<file path="src/hdl/dod_pkg.sv">
// ----------------------------------------------------------------------------
// dod_pkg
// shared widths, constants, command codes and control structs for the
// differential drive odometry block
// ----------------------------------------------------------------------------
package dod_pkg;

    localparam int ANGLE_BITS    = 16;
    localparam int POSITION_BITS = 32;
    localparam int CORDIC_STEPS  = 16;
    localparam int STEP_W        = $clog2(CORDIC_STEPS);

    // cordic vector and residual widths
    localparam int VEC_W = 34;
    localparam int ZW    = 33;

    // shared multiplier operand and product widths
    localparam int MA_W = 35;
    localparam int MB_W = 18;
    localparam int MP_W = MA_W + MB_W;
    localparam int ACC_W = 70;

    // position sum width, wide enough for a 32-bit clamp as well
    localparam int PSUM_W = ((POSITION_BITS > 32) ? POSITION_BITS : 32) + 1;

    localparam logic [15:0] TURN_GAIN_RESET = 16'd811;
    localparam logic [29:0] INV_TWO_PI_Q32  = 30'd683565276;
    localparam logic signed [VEC_W-1:0] CORDIC_GAIN_Q30 = 34'sd652032874;

    localparam int NUM_OPS = 10;
    localparam int IDX_W   = $clog2(NUM_OPS);

    typedef enum logic [3:0] {
        OP_NONE,
        OP_DL,   // left distance
        OP_DR,   // right distance
        OP_RL,   // speed difference times gain
        OP_TG,   // distance difference times gain
        OP_TL,   // turn times low part of 1/(2 pi)
        OP_TH,   // turn times high part, heading update
        OP_XL,   // mean times low half of cosine
        OP_XH,   // mean times high half of cosine, x update
        OP_YL,
        OP_YH
    } op_t;

    typedef struct packed {
        logic capture;
        op_t  op;
        logic load_out;
    } cmd_t;

    typedef struct packed {
        logic cordic_done;
        logic out_free;
    } status_t;

    function automatic op_t op_at(input logic [IDX_W-1:0] idx);
        op_t o;
        case (idx)
            4'd0:    o = OP_DL;
            4'd1:    o = OP_DR;
            4'd2:    o = OP_RL;
            4'd3:    o = OP_TG;
            4'd4:    o = OP_TL;
            4'd5:    o = OP_TH;
            4'd6:    o = OP_XL;
            4'd7:    o = OP_XH;
            4'd8:    o = OP_YL;
            4'd9:    o = OP_YH;
            default: o = OP_NONE;
        endcase
        return o;
    endfunction

    function automatic logic [31:0] atan_at(input logic [STEP_W-1:0] i);
        logic [31:0] a;
        case (i)
            4'd0:    a = 32'd536870912;
            4'd1:    a = 32'd316933406;
            4'd2:    a = 32'd167458907;
            4'd3:    a = 32'd85004756;
            4'd4:    a = 32'd42667331;
            4'd5:    a = 32'd21354465;
            4'd6:    a = 32'd10679838;
            4'd7:    a = 32'd5340245;
            4'd8:    a = 32'd2670163;
            4'd9:    a = 32'd1335087;
            4'd10:   a = 32'd667544;
            4'd11:   a = 32'd333772;
            4'd12:   a = 32'd166886;
            4'd13:   a = 32'd83443;
            4'd14:   a = 32'd41722;
            4'd15:   a = 32'd20861;
            default: a = 32'd0;
        endcase
        return a;
    endfunction

endpackage

</file>
<file path="src/hdl/dod_cordic.sv">
// ----------------------------------------------------------------------------
// dod_cordic
// iterative rotation-mode cordic, one micro-rotation per cycle, gives the
// cosine and sine of a binary angle in q2.30
// ----------------------------------------------------------------------------
module dod_cordic (
    input  logic                                   clk,
    input  logic                                   rst_n,
    input  logic                                   start,
    input  logic [dod_pkg::ANGLE_BITS-1:0]         angle,
    output logic                                   done,
    output logic signed [dod_pkg::VEC_W-1:0]       cos_val,
    output logic signed [dod_pkg::VEC_W-1:0]       sin_val
);

    localparam logic signed [dod_pkg::ZW-1:0] QUARTER = 33'sd1073741824;
    localparam logic signed [dod_pkg::ZW-1:0] HALF    = 33'sd2147483648;

    logic                                busy_reg, busy_next;
    logic                                done_reg, done_next;
    logic [dod_pkg::STEP_W-1:0]          step_reg, step_next;
    logic                                flip_reg, flip_next;
    logic signed [dod_pkg::VEC_W-1:0]    x_reg, x_next;
    logic signed [dod_pkg::VEC_W-1:0]    y_reg, y_next;
    logic signed [dod_pkg::ZW-1:0]       z_reg, z_next;

    logic [31:0]                         a32;
    logic signed [dod_pkg::ZW-1:0]       z0;
    logic signed [dod_pkg::VEC_W-1:0]    dx, dy;
    logic signed [dod_pkg::ZW-1:0]       at;

    assign a32 = {angle, {(32 - dod_pkg::ANGLE_BITS){1'b0}}};
    assign z0  = dod_pkg::ZW'($signed(a32));
    assign dx  = y_reg >>> step_reg;
    assign dy  = x_reg >>> step_reg;
    assign at  = $signed({1'b0, dod_pkg::atan_at(step_reg)});

    always_comb
    begin
        busy_next = busy_reg;
        done_next = done_reg;
        step_next = step_reg;
        flip_next = flip_reg;
        x_next    = x_reg;
        y_next    = y_reg;
        z_next    = z_reg;
        if (start)
        begin
            busy_next = 1'b1;
            done_next = 1'b0;
            step_next = '0;
            x_next    = dod_pkg::CORDIC_GAIN_Q30;
            y_next    = '0;
            // fold the outer half circles onto the convergent range
            if (z0 > QUARTER)
            begin
                z_next    = z0 - HALF;
                flip_next = 1'b1;
            end
            else if (z0 < -QUARTER)
            begin
                z_next    = z0 + HALF;
                flip_next = 1'b1;
            end
            else
            begin
                z_next    = z0;
                flip_next = 1'b0;
            end
        end
        else if (busy_reg)
        begin
            if (!z_reg[dod_pkg::ZW-1])
            begin
                x_next = x_reg - dx;
                y_next = y_reg + dy;
                z_next = z_reg - at;
            end
            else
            begin
                x_next = x_reg + dx;
                y_next = y_reg - dy;
                z_next = z_reg + at;
            end
            if (step_reg == dod_pkg::STEP_W'(dod_pkg::CORDIC_STEPS - 1))
            begin
                busy_next = 1'b0;
                done_next = 1'b1;
            end
            else
            begin
                step_next = step_reg + 1'b1;
            end
        end
    end

    always_ff @(posedge clk or negedge rst_n)
    begin
        if (!rst_n)
        begin
            busy_reg <= 1'b0;
            done_reg <= 1'b0;
            step_reg <= '0;
        end
        else
        begin
            busy_reg <= busy_next;
            done_reg <= done_next;
            step_reg <= step_next;
        end
    end

    always_ff @(posedge clk)
    begin
        flip_reg <= flip_next;
        x_reg    <= x_next;
        y_reg    <= y_next;
        z_reg    <= z_next;
    end

    assign done    = done_reg;
    assign cos_val = flip_reg ? -x_reg : x_reg;
    assign sin_val = flip_reg ? -y_reg : y_reg;

endmodule

</file>
<file path="src/hdl/dod_datapath.sv">
// ----------------------------------------------------------------------------
// dod_datapath
// input latches, shared multiplier with product register, accumulator,
// pose state, turn gain register and output registers
// ----------------------------------------------------------------------------
module dod_datapath (
    input  logic                          clk,
    input  logic                          rst_n,
    input  dod_pkg::cmd_t                 cmd,
    output dod_pkg::status_t              status,
    input  logic                          cfg_wr_en,
    input  logic [15:0]                   cfg_wr_data,
    input  logic signed [15:0]            left_speed,
    input  logic signed [15:0]            right_speed,
    input  logic [15:0]                   tick_length,
    output logic                          out_valid,
    input  logic                          out_ready,
    output logic signed [31:0]            pos_x,
    output logic signed [31:0]            pos_y,
    output logic [15:0]                   heading,
    output logic signed [15:0]            linear_speed,
    output logic signed [23:0]            angular_speed
);

    localparam int PB = dod_pkg::POSITION_BITS;
    localparam int AB = dod_pkg::ANGLE_BITS;
    localparam int PW = dod_pkg::PSUM_W;

    localparam logic signed [PW-1:0] POS_MAX = {{(PW - PB + 1){1'b0}}, {(PB - 1){1'b1}}};
    localparam logic signed [PW-1:0] POS_MIN = ~POS_MAX;
    localparam logic signed [PW-1:0] O32_MAX = {{(PW - 31){1'b0}}, {31{1'b1}}};
    localparam logic signed [PW-1:0] O32_MIN = ~O32_MAX;
    localparam logic signed [26:0]   ANG_MAX = 27'sd8388607;
    localparam logic signed [26:0]   ANG_MIN = -27'sd8388608;

    logic [15:0]                          turn_gain_reg;
    logic signed [15:0]                   l_reg, r_reg;
    logic [15:0]                          dt_reg;
    logic signed [33:0]                   dl_reg, dr_reg;
    logic signed [34:0]                   rl_reg;
    logic signed [34:0]                   turn_reg;
    logic signed [dod_pkg::ACC_W-1:0]     acc_reg;
    logic signed [dod_pkg::MP_W-1:0]      prod_reg;
    dod_pkg::op_t                         wb_op_reg;
    logic signed [PB-1:0]                 x_reg, y_reg;
    logic [AB-1:0]                        heading_reg;
    logic                                 out_valid_reg;

    logic signed [dod_pkg::MA_W-1:0]      mul_a;
    logic signed [dod_pkg::MB_W-1:0]      mul_b;
    logic signed [dod_pkg::MP_W-1:0]      prod_next;
    logic signed [16:0]                   rl_diff;
    logic signed [16:0]                   lr_sum;
    logic signed [34:0]                   d_sum, d_diff;
    logic signed [33:0]                   mean;
    logic signed [dod_pkg::VEC_W-1:0]     cos_val, sin_val;
    logic                                 cordic_done;
    logic [47:0]                          turns48;
    logic signed [dod_pkg::ACC_W-1:0]     pos_prod;
    logic signed [31:0]                   delta;
    logic signed [PW-1:0]                 x_sum, y_sum;
    logic signed [PW-1:0]                 x_ext, y_ext;
    logic signed [26:0]                   ang_full;
    logic [AB+15:0]                       head_wide;

    function automatic logic signed [PB-1:0] clamp_pos(input logic signed [PW-1:0] v);
        logic signed [PW-1:0] c;
        if (v > POS_MAX)
            c = POS_MAX;
        else if (v < POS_MIN)
            c = POS_MIN;
        else
            c = v;
        return c[PB-1:0];
    endfunction

    function automatic logic signed [31:0] clamp_32(input logic signed [PW-1:0] v);
        logic signed [PW-1:0] c;
        if (v > O32_MAX)
            c = O32_MAX;
        else if (v < O32_MIN)
            c = O32_MIN;
        else
            c = v;
        return c[31:0];
    endfunction

    dod_cordic u_cordic (
        .clk     (clk),
        .rst_n   (rst_n),
        .start   (cmd.capture),
        .angle   (heading_reg),
        .done    (cordic_done),
        .cos_val (cos_val),
        .sin_val (sin_val)
    );

    assign rl_diff = 17'(r_reg) - 17'(l_reg);
    assign lr_sum  = 17'(r_reg) + 17'(l_reg);
    assign d_sum   = 35'(dl_reg) + 35'(dr_reg);
    assign d_diff  = 35'(dr_reg) - 35'(dl_reg);
    assign mean    = d_sum[34:1];

    // operand select for the shared multiplier
    always_comb
    begin
        mul_a = '0;
        mul_b = '0;
        case (cmd.op)
            dod_pkg::OP_DL:
            begin
                mul_a = 35'(l_reg);
                mul_b = $signed({2'b00, dt_reg});
            end
            dod_pkg::OP_DR:
            begin
                mul_a = 35'(r_reg);
                mul_b = $signed({2'b00, dt_reg});
            end
            dod_pkg::OP_RL:
            begin
                mul_a = 35'(rl_diff);
                mul_b = $signed({2'b00, turn_gain_reg});
            end
            dod_pkg::OP_TG:
            begin
                mul_a = d_diff;
                mul_b = $signed({2'b00, turn_gain_reg});
            end
            dod_pkg::OP_TL:
            begin
                mul_a = turn_reg;
                mul_b = $signed({3'b000, dod_pkg::INV_TWO_PI_Q32[14:0]});
            end
            dod_pkg::OP_TH:
            begin
                mul_a = turn_reg;
                mul_b = $signed({3'b000, dod_pkg::INV_TWO_PI_Q32[29:15]});
            end
            dod_pkg::OP_XL:
            begin
                mul_a = 35'(mean);
                mul_b = $signed({2'b00, cos_val[15:0]});
            end
            dod_pkg::OP_XH:
            begin
                mul_a = 35'(mean);
                mul_b = cos_val[33:16];
            end
            dod_pkg::OP_YL:
            begin
                mul_a = 35'(mean);
                mul_b = $signed({2'b00, sin_val[15:0]});
            end
            dod_pkg::OP_YH:
            begin
                mul_a = 35'(mean);
                mul_b = sin_val[33:16];
            end
            default:
            begin
                mul_a = '0;
                mul_b = '0;
            end
        endcase
    end

    assign prod_next = mul_a * mul_b;

    // writeback helpers, fed by the registered product
    assign turns48  = acc_reg[47:0] + {prod_reg[32:0], 15'b0};
    assign pos_prod = acc_reg + (dod_pkg::ACC_W'(prod_reg) <<< 16);
    assign delta    = pos_prod[69:38];
    assign x_sum    = PW'(x_reg) + PW'(delta);
    assign y_sum    = PW'(y_reg) + PW'(delta);
    assign x_ext    = PW'(x_reg);
    assign y_ext    = PW'(y_reg);
    assign ang_full = rl_reg[34:8];
    assign head_wide = {heading_reg, 16'b0} >> AB;

    always_ff @(posedge clk or negedge rst_n)
    begin
        if (!rst_n)
        begin
            turn_gain_reg <= dod_pkg::TURN_GAIN_RESET;
            wb_op_reg     <= dod_pkg::OP_NONE;
            x_reg         <= '0;
            y_reg         <= '0;
            heading_reg   <= '0;
            out_valid_reg <= 1'b0;
        end
        else
        begin
            if (cfg_wr_en)
                turn_gain_reg <= cfg_wr_data;
            wb_op_reg <= cmd.op;
            case (wb_op_reg)
                dod_pkg::OP_TH: heading_reg <= heading_reg + turns48[47 -: AB];
                dod_pkg::OP_XH: x_reg <= clamp_pos(x_sum);
                dod_pkg::OP_YH: y_reg <= clamp_pos(y_sum);
                default:        ;
            endcase
            if (cmd.load_out)
                out_valid_reg <= 1'b1;
            else if (out_ready)
                out_valid_reg <= 1'b0;
        end
    end

    always_ff @(posedge clk)
    begin
        if (cmd.capture)
        begin
            l_reg  <= left_speed;
            r_reg  <= right_speed;
            dt_reg <= tick_length;
        end
        prod_reg <= prod_next;
        case (wb_op_reg)
            dod_pkg::OP_DL: dl_reg   <= prod_reg[33:0];
            dod_pkg::OP_DR: dr_reg   <= prod_reg[33:0];
            dod_pkg::OP_RL: rl_reg   <= prod_reg[34:0];
            dod_pkg::OP_TG: turn_reg <= prod_reg[50:16];
            dod_pkg::OP_TL: acc_reg  <= dod_pkg::ACC_W'(prod_reg);
            dod_pkg::OP_XL: acc_reg  <= dod_pkg::ACC_W'(prod_reg);
            dod_pkg::OP_YL: acc_reg  <= dod_pkg::ACC_W'(prod_reg);
            default:        ;
        endcase
        if (cmd.load_out)
        begin
            pos_x        <= clamp_32(x_ext);
            pos_y        <= clamp_32(y_ext);
            heading      <= head_wide[15:0];
            linear_speed <= lr_sum[16:1];
            if (ang_full > ANG_MAX)
                angular_speed <= ANG_MAX[23:0];
            else if (ang_full < ANG_MIN)
                angular_speed <= ANG_MIN[23:0];
            else
                angular_speed <= ang_full[23:0];
        end
    end

    assign out_valid          = out_valid_reg;
    assign status.cordic_done = cordic_done;
    assign status.out_free    = !out_valid_reg || out_ready;

endmodule

</file>
<file path="src/hdl/dod_ctrl.sv">
// ----------------------------------------------------------------------------
// dod_ctrl
// sequencer that steps the datapath through its multiply schedule, waits
// on the cordic and hands the finished result to the output register
// ----------------------------------------------------------------------------
module dod_ctrl (
    input  logic              clk,
    input  logic              rst_n,
    input  logic              in_valid,
    output logic              in_ready,
    input  dod_pkg::status_t  status,
    output dod_pkg::cmd_t     cmd
);

    typedef enum logic [1:0] {
        S_IDLE,
        S_ISSUE,
        S_WAIT,
        S_OUT
    } state_t;

    state_t                      state_reg, state_next;
    logic [dod_pkg::IDX_W-1:0]   idx_reg, idx_next;
    dod_pkg::op_t                cur_op;
    logic                        hold;

    assign cur_op = dod_pkg::op_at(idx_reg);
    // position multiplies need the cordic result
    assign hold   = (cur_op == dod_pkg::OP_XL) && !status.cordic_done;

    always_comb
    begin
        state_next   = state_reg;
        idx_next     = idx_reg;
        in_ready     = 1'b0;
        cmd.capture  = 1'b0;
        cmd.op       = dod_pkg::OP_NONE;
        cmd.load_out = 1'b0;
        case (state_reg)
            S_IDLE:
            begin
                in_ready = 1'b1;
                if (in_valid)
                begin
                    cmd.capture = 1'b1;
                    idx_next    = '0;
                    state_next  = S_ISSUE;
                end
            end
            S_ISSUE:
            begin
                if (!hold)
                begin
                    cmd.op     = cur_op;
                    state_next = S_WAIT;
                end
            end
            S_WAIT:
            begin
                if (idx_reg == dod_pkg::IDX_W'(dod_pkg::NUM_OPS - 1))
                    state_next = S_OUT;
                else
                begin
                    idx_next   = idx_reg + 1'b1;
                    state_next = S_ISSUE;
                end
            end
            S_OUT:
            begin
                if (status.out_free)
                begin
                    cmd.load_out = 1'b1;
                    state_next   = S_IDLE;
                end
            end
            default:
            begin
                state_next = S_IDLE;
            end
        endcase
    end

    always_ff @(posedge clk or negedge rst_n)
    begin
        if (!rst_n)
        begin
            state_reg <= S_IDLE;
            idx_reg   <= '0;
        end
        else
        begin
            state_reg <= state_next;
            idx_reg   <= idx_next;
        end
    end

endmodule

</file>
<file path="src/hdl/differential_drive_odometry_top.sv">
// ----------------------------------------------------------------------------
// differential_drive_odometry_top
// a tick is taken only while the sequencer is idle; the tick spacing is set
//   by the 16-step cordic and the four position multiplies that follow it
//   on the shared multiplier
// a finished result sits in the output register, so the next tick starts
//   while it waits for its transfer
// reset: asynchronous, active low; clears position and heading, loads the
//   turn gain with 811 (no clearing pass)
// ----------------------------------------------------------------------------
module differential_drive_odometry_top (
    input  logic                clk,
    input  logic                rst_n,
    // turn gain register write
    input  logic                cfg_wr_en,
    input  logic [15:0]         cfg_wr_data,
    // tick input
    input  logic                in_valid,
    output logic                in_ready,
    input  logic signed [15:0]  left_speed,
    input  logic signed [15:0]  right_speed,
    input  logic [15:0]         tick_length,
    // pose result
    output logic                out_valid,
    input  logic                out_ready,
    output logic signed [31:0]  pos_x,
    output logic signed [31:0]  pos_y,
    output logic [15:0]         heading,
    output logic signed [15:0]  linear_speed,
    output logic signed [23:0]  angular_speed
);

    // command and status between sequencer and datapath
    dod_pkg::cmd_t     cmd;
    dod_pkg::status_t  status;

    // sequencer: accepts a tick, issues the multiply schedule (distances,
    // angular speed, turn, heading, then x and y once the cordic is done)
    dod_ctrl u_ctrl (
        .clk      (clk),
        .rst_n    (rst_n),
        .in_valid (in_valid),
        .in_ready (in_ready),
        .status   (status),
        .cmd      (cmd)
    );

    // datapath: pose state, cordic, shared multiplier, output register
    dod_datapath u_datapath (
        .clk           (clk),
        .rst_n         (rst_n),
        .cmd           (cmd),
        .status        (status),
        .cfg_wr_en     (cfg_wr_en),
        .cfg_wr_data   (cfg_wr_data),
        .left_speed    (left_speed),
        .right_speed   (right_speed),
        .tick_length   (tick_length),
        .out_valid     (out_valid),
        .out_ready     (out_ready),
        .pos_x         (pos_x),
        .pos_y         (pos_y),
        .heading       (heading),
        .linear_speed  (linear_speed),
        .angular_speed (angular_speed)
    );

endmodule

</file>
<file path="config.mk">
export PLATFORM = sky130hd
export DESIGN_NAME = differential_drive_odometry_top
export DESIGN_NICKNAME = d
export VERILOG_FILES = /design/src/hdl/dod_pkg.sv /design/src/hdl/dod_cordic.sv /design/src/hdl/dod_datapath.sv /design/src/hdl/dod_ctrl.sv /design/src/hdl/differential_drive_odometry_top.sv
export SDC_FILE = /design/constraint.sdc
export NUM_CORES = 2
export LEC_CHECK = 0
export ABC_CLOCK_PERIOD_IN_PS = 22100
export BUFFER_PORTS_ARGS = -buffer_cell sky130_fd_sc_hd__buf_2
export CORE_MARGIN = 2
export CORE_UTILIZATION = 35
export DETAILED_ROUTE_END_ITERATION = 10
export PLACE_DENSITY_LB_ADDON = 0.2
export REMOVE_ABC_BUFFERS = 1
export SLEW_MARGIN = 5
export SYNTH_ARGS = -nofsm -noshare
export SYNTH_HDL_FRONTEND = slang
export SYNTH_SLANG_ARGS = --single-unit
export TNS_END_PERCENT = 1
</file>
<file path="constraint.sdc">
create_clock -name clk -period 22.1 [get_ports clk]
set_clock_uncertainty 0.15 [all_clocks]
set_input_delay 3.315 -clock clk [delete_from_list [all_inputs] [get_ports clk]]
set_output_delay 3.315 -clock clk [all_outputs]
set_load 0.02 [all_outputs]
</file>
## After elaboration in Yosys (flattened, before gate mapping)

Memory sizes are Yosys's and may differ from the RTL's.
Index checks and enable logic that the tools add are counted.

- Add/subtract/negate cells: 21
- Multipliers: 1
- Div/mod/pow operators: 0
- Order comparisons: 12
- Eq/ne operators: 31
- Shift-type cells: 2
- Multiplexer cells: 45
- Bitwise operators: 0
- Reduce and logical (&&, ||, !) cells: 18

Operators with widths:

| cell | count |
|---|---|
| $pmux 35 s6 | 1 |
| $mux 32 | 6 |
| $mux 33 | 5 |
| $pmux 18 s8 | 1 |
| $mux 34 | 4 |
| $gt 32x32->1 const B | 3 |
| $add 53x69->70 | 1 |
| $add 34x34->34 | 2 |
| $neg 34->34 | 2 |
| $sshr 34x4->34 | 2 |
| $sub 34x34->34 | 2 |
| $add 32x32->33 | 2 |
| $gt 33x32->1 const B | 2 |
| $lt 33x32->1 const B | 2 |
| $lt 32x32->1 const B | 2 |
| $mul 35x18->53 | 1 |
| $add 48x48->48 | 1 |
| $eq 4x3->1 const B | 9 |
| $add 34x34->35 | 1 |
| $sub 34x34->35 | 1 |
| $add 32x33->33 const B | 1 |
| $add 33x33->33 | 1 |
| $sub 32x33->33 const B | 1 |
| $sub 33x33->33 | 1 |
| other kinds (29) | 76 |

- Register bits after elaboration: 627
- Bits in latches: 0
- Bits in writable memories: 0
- Bits in read-only memories: 544
- Input bits: 69
- Output and inout bits: 122
- Word-level logic and storage cells: 161
- Memories: 2

Memory list:

| memory | depth | bits a word | rd ports | clocked after Yosys merged registers in | wr ports | RTL line | text |
|---|---|---|---|---|---|---|---|
| (no name shown) | 16 | 30 | 1 | 0 | 0 | dod_pkg.sv:78 | `case (i)` |
| (no name shown) | 16 | 4 | 1 | 0 | 0 | dod_pkg.sv:60 | `case (idx)` |

## Depth between registers and ports, before layout

An unclocked memory read counts as a cell.

- Depth after elaboration: 9
- Depth in mapped cells: 40
- Depth with buffers taken out: 38

## Cells and area by module

From an unflattened synthesis, not the netlist that was laid out.

- Cells, all modules: 7479
- Area, all modules: 68079.0 sq um

By module, submodules not included:

| module | times used | cells an instance | area an instance (sq um) | seq. area each (sq um) |
|---|---|---|---|---|
| dod_datapath | 1 | 5306 | 50852.5 | 13685.6 |
| dod_cordic | 1 | 2118 | 16719.8 | 2532.4 |
| dod_ctrl | 1 | 55 | 506.7 | 150.1 |

## Worst setup path before layout

OpenSTA, ideal clock, no wires.

- Path kind: reg2reg
- Start point: register u_datapath.dl_reg[0]
- End point: register u_datapath.prod_reg[52] (netlist name)
- Library setup time: 0.121 ns
- Arrival time: 9.489 ns
- Data required time: 21.829 ns
- Slack: 12.340 ns
- Cell stages (with the launch flop): 35
- Buffers on the path: 1
- Clock period less this slack: 9.760 ns
- Cell sequence: edfxtp_1 > ha_1 > fa_1 > nor2b_1 > o21a_1 > o21ai_0 > a2111oi_0 > o21ai_0 > a21oi_1 > xnor2_1 > nor2_1 > a2111oi_0 > nor2_1 > fa_1 > inv_1 > fa_1 > fa_1 > inv_1 > fa_1 > fa_1 > inv_1 > fa_1 > inv_1 > ha_1 > clkbuf_1 > and3_1 > and4_1 > a22o_1 > o41ai_1 > a31oi_1 > a41o_1 > a311o_1 > a21oi_1 > o21ai_0 > xnor2_1

- Word-level cells in the longest chain between the ends: 3
- Elaborated cells on any way between the ends: 4
- Classes of those cells: add/sub (2); mul (1); mux (1)

Ends and longest elaborated chain:

| item | RTL line | text |
|---|---|---|
| start: declaration | dod_datapath.sv:39 | `logic signed [33:0] dl_reg, dr_reg;` |
| start signal: assignment | dod_datapath.sv:220 | `dod_pkg::OP_DL: dl_reg <= prod_reg[33:0];` |
| $add 34x34->35 / $sub 34x34->35 (equally long branches) | dod_datapath.sv:100, dod_datapath.sv:101 |  |
| $pmux 35 s6 * | dod_datapath.sv:109 | `case (cmd.op)` |
| $mul 35x18->53 * | dod_datapath.sv:168 | `assign prod_next = mul_a * mul_b;` |
| net u_datapath.prod_next (one bit) | dod_datapath.sv:51 | `logic signed [dod_pkg::MP_W-1:0] prod_next;` |
| end signal: assignment | dod_datapath.sv:218 | `prod_reg <= prod_next;` |
| end: declaration | dod_datapath.sv:43 | `logic signed [dod_pkg::MP_W-1:0] prod_reg;` |

The timed path passes the listed nets; every way through them passes the cells marked *.
A chain may end at the register's enable or synchronous reset.

## Worst setup path after layout

- Start point: register u_ctrl.idx_reg[0] (netlist name)
- End point: register u_datapath.prod_reg[50] (netlist name)

- Word-level cells in the longest chain between the ends: 9
- Elaborated cells on any way between the ends: 22
- Classes of those cells: mul (1); eq/ne (11); mux (4); reduce/logical (5); memory (1)

Ends and longest elaborated chain:

| item | RTL line | text |
|---|---|---|
| start: declaration | dod_ctrl.sv:23 | `logic [dod_pkg::IDX_W-1:0] idx_reg, idx_next;` |
| start signal: assignment | dod_ctrl.sv:93 | `idx_reg <= idx_next;` |
| $mem_v2 16x4 * | n/a |  |
| $eq 4x3->1 | dod_ctrl.sv:29 | `assign hold = (cur_op == dod_pkg::OP_XL) && !status.cordic_done;` |
| $logic_and 1x1->1 | dod_ctrl.sv:29 |  |
| $mux 4 * | dod_ctrl.sv:52 | `if (!hold)` |
| $mux 4 * | dod_ctrl.sv:39 | `case (state_reg)` |
| $eq 4x3->1, or another cell as far along | dod_datapath.sv:109 |  |
| $reduce_or 4->1 (no line) / $reduce_or 2->1 (equally long branches) | n/a |  |
| $pmux 35 s6 / $pmux 18 s8 (equally long branches) | dod_datapath.sv:109 |  |
| $mul 35x18->53 * | dod_datapath.sv:168 |  |
| net u_datapath.prod_next (one bit) | dod_datapath.sv:51 |  |

Marked as above.

==> flow_summary.yaml <==
min_path:
  hp-class: "register to register"
place:
  place_ws_ns: 10.50
  dp.cells: 9804
  io_buffers: 190
  gp_congestion: 0.9433
  hpwl_um: 168100
drt:
  first_iter_violations: 4024
  wirelength_um: 219700
  remaining_drc_errors: 0
  ant_nets: 0
  wire_per_inst_um: 22.08
  vias: 53570
  vias_per_cell: 5.382
  first_pass_iters: 7
yosys:
  dominantRegCellSynth: "edfxtp_1"
  synthDistinctLibCells: 97
  syn_inst: 7369
  async_flop_share_pct: 18.71
  seq_area_frac_synth_pct: 24.62
  yosys_warnings: 0
  synth.avg_cell_area_um2: 9.022
  syn_area_um2: 66480
  synth_enable_flop_cells: 370
  yosys_register_bits: 604
timing:
  rsz0062_at_grt: "no"
  setup_ws_ns: 10.33
  timing.setup.tns_ns: 0
  clock.fmax_ghz: 0.08497
  setup_viol: 0
  hold_viol: 0
  worst_pin_slew_ns: 1.269
  whs_ns: 0.3227
  relSlewSlack_pct: 14.49
  finalCritPeriodShare_pct: 53.25
  period_minus_slack_ns: 11.77
  drv_slew: 0
critical_path:
  required_ns: 22.59
  critPathBufInv: 5
  crit_arrival_ns: 12.26
  cp_max_fo: 30
  crit_type: "register to register"
  crit_path_start_kind: "register"
  cp_common_cell: "fa_1"
  worstSetupEndpointType: "register"
  worst_path_max_delay_cell: "a211oi_1"
  cp_top_family: "compound AO/OA/AOI/OAI gates"
  cpPeakStageDelay_ns: 0.74
die:
  ios: 191
  die_h_um: 439.8
  initial_core_util_pct: 35.33
  die_area_um2: 193500
  core-area_um2: 188200
  num_rows: 159
  die-width_um: 439.8
global_route:
  grt_start_max_net_pins: 82
  grt_pass1_wl_um: 334000
  grt_pass1_vias: 54030
  grt_use_total_pct: 22.62
  antenna_found_initial: 7
  grt_remaining_overflow: 0
finish:
  layout-drive-gt1-share_pct: 8.839
  regArea_um2: 16380
  multi_input_area_um2: 45320
  layoutNonFillerInstCount: 9953
  syn2layout_area_growth_pct: 9.672
  largest_reg_flops: 53
  final_nets: 8572
  fillers: 19130
clock_tree:
  post_cts_resized: 0
  insertion_delay_ns: 0.74
  cts_tree: "yes"
  postCtsSetupBuffers: 0
  cts.sinks: 604
  cts.clk_slew.worst_paths_ns: 0.06
  clockRootBuffer: "clkbuf_16"
  cts_buffer_depth: 3
  htree_num_levels: 3
  cts_made_buffers: 79
  cts_hold_buf: 0
run_status:
  status: "finished, final reports clean"
job:
  maxCapViolations: 0
## area by class of cell
cell class / count / share of cell area [%]
antenna: 2 / 0.006864
clock buffer: 92 / 2.849
clock inverter: 55 / 0.7585
inverter: 940 / 4.843
multi-input combinational: 5447 / 62.16
sequential: 604 / 22.47
tap: 2495 / 4.282
timing repair buffer: 318 / 2.631
## stage by stage
stage | utilization [%] | cell area, um^2
after floorplan | - | 64990
after global placement | 37.34 | 70280
after detailed placement | 37.34 | 70280
after CTS | 38.74 | 72910
after global routing | 38.74 | 72910
final | 38.74 | 72910
## final timing paths
path	startpoint	endpoint	slack [ns]	cells past startpoint
max	u_ctrl.idx_reg[0]$_DFFE_PN0P_	u_datapath.prod_reg[50]$_DFF_P_	10.33	34
min	u_datapath.prod_reg[52]$_DFF_P_	u_datapath.acc_reg[52]$_DFFE_PP_	0.32	0
max reg2reg	u_ctrl.idx_reg[0]$_DFFE_PN0P_	u_datapath.prod_reg[50]$_DFF_P_	10.33	34
min reg2reg	u_datapath.prod_reg[52]$_DFF_P_	u_datapath.acc_reg[52]$_DFFE_PP_	0.32	0
max in group asynchronous	rst_n	u_datapath.u_cordic.step_reg[2]$_DFFE_PN0P_	17.96	2
min in group asynchronous	rst_n	u_datapath.x_reg[24]$_DFFE_PN0N_	2.42	1
## kinds of logic after synthesis
kind of cell | after synthesis | share of synthesized area [%]
AND/OR/NAND/NOR | 2112 | 14.44
XOR/XNOR | 457 | 6.021
AO/OA/AOI/OAI | 1546 | 15.09
buffers and inverters | 1318 | 7.543
flip-flops | 604 | 24.62
adder cells (fa/ha/maj) | 1123 | 28.01
multiplexers | 209 | 4.278
## layer usage
metal | up-vias | wire, um | global-route usage, %
li1 | 24970 | - | -
met1 | 26730 | 90280 | 28.36
met2 | 1515 | 108000 | 39.12
met3 | 362 | 10440 | 2.484
met4 | 0 | 11010 | 10.10
met5 | - | 0 | 0
## Yosys cell counts (107+ instances only)
cell type  number  area, um^2
a21oi_1       420        2102
xnor2_1       286        2505
nor2_1        661        2481
fa_1          612       12250
dfxtp_1       121        2422
nand2_1       763        2864
clkbuf_1      302        1134
xor2_1        171        1498
dfrtp_1       107        2678
edfxtp_1      370       11110
inv_1         936        3513
a21o_1        175        1314
o21ai_0       357        1787
ha_1          501        6269
## placed cells by master, fill, tap and decap left out, types with 41 or more instances in the layout
cell | Yosys | layout
edfxtp_1 | 370 | 370
o21bai_1 | 57 | 57
or3_1 | 50 | 50
a21oi_1 | 420 | 415
mux2_2 | 51 | 51
mux4_2 | 55 | 55
fa_1 | 612 | 612
ha_1 | 501 | 501
o21a_1 | 50 | 50
o21ai_0 | 357 | 357
a21o_1 | 175 | 175
a211oi_1 | 53 | 49
o211ai_1 | 41 | 41
nor3_1 | 75 | 70
xor2_1 | 171 | 171
inv_1 | 936 | 936
buf_4 | 7 | 128
nand3_1 | 95 | 95
nor2b_1 | 93 | 93
nand2b_1 | 91 | 91
a31oi_1 | 49 | 49
and2_1 | 88 | 87
clkbuf_16 | 0 | 80
nand2_1 | 763 | 762
dfxtp_1 | 121 | 121
xnor2_1 | 286 | 286
dfrtp_1 | 107 | 102
nor2_1 | 661 | 659
buf_2 | 25 | 189
mux2i_1 | 103 | 103
and3_1 | 43 | 43
Power is left out: the tool's default activity adds up to more than one toggle a clock period on the data nets, which glitch-free logic cannot reach.
